--- src/hdl/srto_pkg.sv ---
// ----------------------------------------------------------------------------
// Section translator package
// Types and constants shared by the section translator chain and its cells.
// ----------------------------------------------------------------------------
package srto_pkg;

   localparam int ADDR_W  = 32;
   localparam int SPAN_W  = ADDR_W + 1;
   localparam int SLOT_W  = 4;
   localparam int COUNT_W = 5;
   localparam int IDX_W   = 7;
   localparam int CSR_W   = 2;

   localparam logic [ADDR_W-1:0] DISK_OFFSET_MASK = ~32'h0000_01FF;
   localparam logic [ADDR_W-1:0] ALIGN_ENABLE_MIN = 32'h0000_1000;
   localparam logic [ADDR_W-1:0] FILE_ALIGN_RESET = 32'h0000_0200;
   localparam logic [ADDR_W-1:0] SECT_ALIGN_RESET = 32'h0000_1000;

   typedef enum logic {
      KIND_LOAD  = 1'b0,
      KIND_QUERY = 1'b1
   } kind_type;

   typedef enum logic [CSR_W-1:0] {
      CSR_RAW_MODULE        = 2'd0,
      CSR_FILE_ALIGNMENT    = 2'd1,
      CSR_SECTION_ALIGNMENT = 2'd2,
      CSR_SECTION_COUNT     = 2'd3
   } csr_index_type;

   // Configuration as seen by every cell; masks are prepared at write time.
   typedef struct packed {
      logic               align_en;
      logic [ADDR_W-1:0]  file_align;
      logic [ADDR_W-1:0]  file_mask;
      logic [ADDR_W-1:0]  sect_align;
      logic [ADDR_W-1:0]  sect_mask;
      logic [COUNT_W-1:0] count;
   } cfg_type;

   typedef struct packed {
      logic [ADDR_W-1:0] mem_offset;
      logic [ADDR_W-1:0] disk_offset;
      logic [ADDR_W-1:0] mem_size;
      logic [ADDR_W-1:0] disk_size;
   } entry_type;

   // One request travelling along the chain, with its running search result.
   typedef struct packed {
      logic              valid;
      kind_type          kind;
      logic [SLOT_W-1:0] slot;
      entry_type         entry;
      logic [ADDR_W-1:0] address;
      logic              found;
      logic [ADDR_W-1:0] base_offset;
      logic [ADDR_W-1:0] delta;
   } pkt_type;

   // Round a non-zero size up to the alignment; zero stays zero.
   function automatic logic [SPAN_W-1:0] align_up(input logic [ADDR_W-1:0] value,
                                                  input logic [ADDR_W-1:0] mask,
                                                  input logic [ADDR_W-1:0] align);
      logic [ADDR_W-1:0] lower;
      lower = (value - 32'd1) & mask;
      if (value == '0) begin
         return '0;
      end
      return {1'b0, lower} + {1'b0, align};
   endfunction

endpackage

--- src/hdl/srto_cell.sv ---
// ----------------------------------------------------------------------------
// Section translator cell
// Holds one section entry and tests each passing query against its span.
// ----------------------------------------------------------------------------
module srto_cell #(
   parameter int INDEX = 0
) (
   input  logic              clock,
   input  logic              reset,
   input  logic              advance,
   input  srto_pkg::cfg_type cfg,
   input  srto_pkg::pkt_type up_pkt,
   output srto_pkg::pkt_type down_pkt
);

   localparam logic [srto_pkg::IDX_W-1:0] CELL_IDX = srto_pkg::IDX_W'(INDEX);

   srto_pkg::entry_type                  entry_ff, entry_in;
   logic [srto_pkg::ADDR_W-1:0]          base_ff, base_in;
   logic [srto_pkg::ADDR_W-1:0]          doff_ff, doff_in;
   logic [srto_pkg::SPAN_W-1:0]          span_ff, span_in;
   srto_pkg::pkt_type                    pkt_ff, pkt_in;

   logic                                 load_here;
   logic                                 active;
   logic                                 hit;
   logic [srto_pkg::SPAN_W-1:0]          dsk;
   logic [srto_pkg::SPAN_W-1:0]          msz;
   logic [srto_pkg::SPAN_W-1:0]          diff;

   assign load_here = advance && up_pkt.valid && (up_pkt.kind == srto_pkg::KIND_LOAD)
                      && (srto_pkg::IDX_W'(up_pkt.slot) == CELL_IDX);
   assign active    = srto_pkg::IDX_W'(cfg.count) > CELL_IDX;

   // The derived span is rebuilt every cycle, so it follows both new entries
   // and configuration changes.
   always_comb begin
      entry_in = load_here ? up_pkt.entry : entry_ff;
      if (cfg.align_en) begin
         base_in = entry_in.mem_offset & cfg.sect_mask;
         doff_in = entry_in.disk_offset & srto_pkg::DISK_OFFSET_MASK;
         dsk     = srto_pkg::align_up(entry_in.disk_size, cfg.file_mask, cfg.file_align);
         msz     = srto_pkg::align_up(entry_in.mem_size, cfg.sect_mask, cfg.sect_align);
      end else begin
         base_in = entry_in.mem_offset;
         doff_in = entry_in.disk_offset;
         dsk     = {1'b0, entry_in.disk_size};
         msz     = {1'b0, entry_in.mem_size};
      end
      span_in = (dsk > msz) ? msz : dsk;
   end

   always_comb begin
      diff   = {1'b0, up_pkt.address} - {1'b0, base_ff};
      hit    = up_pkt.valid && (up_pkt.kind == srto_pkg::KIND_QUERY) && !up_pkt.found
               && active && !diff[srto_pkg::ADDR_W]
               && ({1'b0, diff[srto_pkg::ADDR_W-1:0]} < span_ff);
      pkt_in = up_pkt;
      if (hit) begin
         pkt_in.found       = 1'b1;
         pkt_in.base_offset = doff_ff;
         pkt_in.delta       = diff[srto_pkg::ADDR_W-1:0];
      end
   end

   always_ff @(posedge clock) begin
      entry_ff <= entry_in;
      base_ff  <= base_in;
      doff_ff  <= doff_in;
      span_ff  <= span_in;
   end

   always_ff @(posedge clock) begin
      if (reset) begin
         pkt_ff <= '0;
      end else if (advance) begin
         pkt_ff <= pkt_in;
      end
   end

   assign down_pkt = pkt_ff;

endmodule

--- config.mk ---
export PLATFORM = sky130hd
export DESIGN_NAME = srto_cell
export DESIGN_NICKNAME = d
export VERILOG_FILES = /design/src/hdl/srto_pkg.sv /design/src/hdl/srto_cell.sv
export SDC_FILE = /design/constraint.sdc
export NUM_CORES = 1
export LEC_CHECK = 0
export ABC_AREA = 1
export BUFFER_PORTS_ARGS = -buffer_cell sky130_fd_sc_hd__buf_2
export CAP_MARGIN = 20
export CORE_UTILIZATION = 35
export CTS_BUF_LIST = sky130_fd_sc_hd__clkbuf_2 sky130_fd_sc_hd__clkbuf_4 sky130_fd_sc_hd__clkbuf_8
export CTS_CLUSTER_SIZE = 14
export DETAILED_ROUTE_END_ITERATION = 8
export HOLD_SLACK_MARGIN = 0.12
export PLACE_DENSITY = 0.52
export SYNTH_ARGS = -nofsm -noshare
export SYNTH_HDL_FRONTEND = slang
export SYNTH_SLANG_ARGS = --single-unit
--- constraint.sdc ---
create_clock -name clock -period 6.6 [get_ports clock]
set_input_delay 0.33 -clock clock [delete_from_list [all_inputs] [get_ports clock]]
set_output_delay 0.33 -clock clock [all_outputs]
set_load 0.02 [all_outputs]
==> impl_metrics.py <==
metrics = {
    "status": {
        "status": "finished, final reports clean",
    },
    "synth": {
        "syn-num-nets": 5090,
        "ys_ff_latch": 433,
        "synth_seq_area_share_pct": 31.89,
        "synth_most_common_cell": "nand2_1",
        "synthFlopType": "dfxtp_1",
        "yosys.area.top_type_share_pct": 29.41,
        "synthCells": 4557,
        "synth_edf_count": 23,
        "async_reset_ff_share_pct": 0,
        "netlist_top_cells_count": "1397 x nand2_1, 773 x inv_1, 548 x nor2_1",
        "ys_warn_count": 0,
        "synth_area_um2": 27910,
        "ys_top_cells_by_area": "dfxtp_1 29%, nand2_1 19%, inv_1 10%, nor2_1 7.4%, ha_1 7.3%",
        "avgSynthCellArea_um2": 6.124,
        "synth_top_cell_by_area": "dfxtp_1",
        "ys_types": 42,
    },
    "global_route": {
        "grtUsageTotal_pct": 29.46,
        "antenna_found_initial": 3,
        "top_usage_layer": "met2",
        "grt_pass1_vias": 29607,
        "grtUsageMet2_pct": 47.34,
        "grt_overflow": 0,
        "met3_usage_pct": 3.491,
        "grt_pass1_wl_um": 181400,
        "grt_max_degree": 196,
        "use_met1_pct": 41.23,
    },
    "sta": {
        "drv_slew": 0,
        "rsz0062_at_grt": "false",
        "setup_tns_ns": 0,
        "fin_worst_skew_ns": 0.06580,
        "max_slew.worst_pin.slew_ns": 1.136,
        "fmax_mhz": 162.3,
        "final_hold_viol_count": 0,
        "max-slew-margin-rel_pct": 24.26,
        "fin_crit_sh_pct": 93.34,
        "timing.final.crit_period_ns": 6.160,
        "setup_violations": 0,
    },
    "setup_path": {
        "required_ns": 7.19,
        "critical_path.max_fanout": 40,
        "cp_slowest_cell": "dlygate4sd3_1",
        "cp-start-kind": "input port",
        "arrival_ns": 6.75,
        "path_class": "in2reg",
        "end_kind": "flop",
        "crit_path_max_incr_delay_ns": 0.53,
        "crit_top_cell": "nand2_1",
    },
    "power_and_ir_drop": {
        "irDropWorstVdd_mv": 0.1318,
        "leakage_nw": 20.33,
        "powerDensity_nw_per_um2": 270.6,
    },
    "clocking": {
        "htreeDepth": 3,
        "cts_buffers": 81,
        "cts.clk_slew.worst_paths_ns": 0.06,
        "cts.sinks": 433,
        "cts_tree": "done",
        "clk_path_buf_depth": 3,
        "cts_root_buf": "clkbuf_8",
        "clock_latency_ns": 0.71,
    },
    "floorplanning": {
        "die_area_um2": 80870,
        "ioPinCount": 599,
        "initial_utilization_pct": 35.33,
        "die_w_um": 284.4,
        "die_y_um": 284.4,
        "coreArea_um2": 79000,
        "rows": 103,
    },
    "layout": {
        "area_growth_pct": 31.68,
        "fillCellCount": 8487,
        "final_area_um2": 36750,
        "utilization_pct": 46.52,
        "instances_no_fill": 6542,
        "layout.nets": 5960,
        "drive_gt1_share_pct": 16.65,
    },
    "min_path": {
        "hp-class": "in2reg",
    },
    "routing": {
        "dr.pass1.iters": 6,
        "vias_per_cell": 4.827,
        "wl_per_cell_um": 18.84,
        "drcViolationCount": 0,
        "ant_nets": 0,
        "vias": 31575,
        "drt_iter0_markers": 2560,
        "wirelength_um": 123300,
    },
    "placed_design": {
        "dpl.hpwl_um": 98240,
        "dp_cells": 6117,
        "portBuffers": 598,
        "gp_congestion": 1.014,
        "placed_area_um2": 32090,
    },
    "run": {
        "timing.max_cap.violations": 0,
    },
}
[registers in the layout, summed over array words and instances (netlist names)]
name and count:
entry_ff 127, doff_ff 10, span_ff 33, down_pkt 231, base_ff 32
[stage by stage]
stage	power, mW	hold slack (ns)	worst slack [ns]
5_1_grt	10.56	0.2354	0.007240
6_report	9.944	0.2509	0.4396
4_1_cts	9.936	0.1581	0.3154
2_1_floorplan	5.468	0.4147	1.453
3_5_place_dp	6.848	0.4301	0.1721
3_3_place_gp	6.855	0.4238	0.1418
[worst max-delay path, delay by kind of cell]
kind                       cells  cell delay [ns]
AOI/OAI and AO/OA              3             0.59
adders and majority gates      2             0.63
buffers and inverters          8             1.67
and+or+nand+nor               28             3.51
[logic make-up (layout without fill, tap and decap cells)]
group	after synthesis	in the layout	share of synthesized area, %
simple gates	2370	2370	34.74
fa+ha+maj	165	165	7.478
flops	433	433	31.89
compound gates	616	616	11.54
other cells	0	3	0
xor+xnor	46	46	1.444
buf+inv	927	1859	12.91
[placed cells by master (no fill, tap or decap), types with 8 or more instances in the layout]
master         Yosys  layout
or2_2             37      37
clkbuf_8           0      94
edfxtp_1          23      23
a21oi_1          266     265
o21ai_2           14      17
nand3_1          279     278
nand2_1         1397    1391
a21o_1             8       8
o21ai_1           34      34
buf_4              6      60
dfxtp_1          410     410
ha_1             162     162
o21ai_0          267     264
nand2_2            4      10
xor2_1            32      32
buf_2              2     596
nand3_2           14      15
o21bai_1           8       8
nand4_1           22      22
dlygate4sd3_1      0     275
nand3b_1          20      20
inv_1            773     772
xnor2_1           14      14
nor3_1            23      21
a21boi_0          11      11
clkbuf_4           0      37
nor2_2             7      12
nor2_1           548     540
[final timing paths]
path                 from            to  slack [ns]  depth (start not counted)
max           up_pkt[225]   span_ff[19]        0.44                         41
min              cfg[133]   base_ff[30]        0.25                          2
max reg2reg  entry_ff[49]   span_ff[19]        1.20                         32
min reg2reg  entry_ff[72]  entry_ff[72]        0.44                          2
[final cells by class]
type | count | area, µm² | share of cell area [%]
multi-input combinational | 3197 | 15500 | 42.18
tap | 1050 | 1314 | 3.575
inverter | 776 | 2920 | 7.947
timing repair buffer | 938 | 6312 | 17.18
sequential | 433 | 8899 | 24.22
clock buffer | 131 | 1572 | 4.276
clock inverter | 14 | 225.2 | 0.6129
antenna | 3 | 7.507 | 0.02043
[power by group]
part | internal (mW) | leakage (nW) | switching, mW
logic | 1.28 | 15.8 | 2.61
clock network | 1.68 | 0.955 | 1.25
registers | 2.98 | 3.61 | 0.150
[per-layer routing]
| metal | share of wire (%) | wire (µm) | vias to the layer above |
|---|---|---|---|
| li1 | - | - | 15850 |
| met1 | 46 | 56620 | 14415 |
| met2 | 45 | 55540 | 1146 |
| met3 | 6.2 | 7699 | 162 |
| met4 | 2.7 | 3375 | 2 |
| met5 | 0.014 | 17 | - |
[timing repair]
action / CTS / global route
gates resized for setup: 0 / 26
endpoints found under the hold margin: 354 / 0
setup buffers: 0 / 2
endpoints found under the setup margin: 0 / 33
hold buffers: 275 / 0
(Power assumes the default switching activity.)
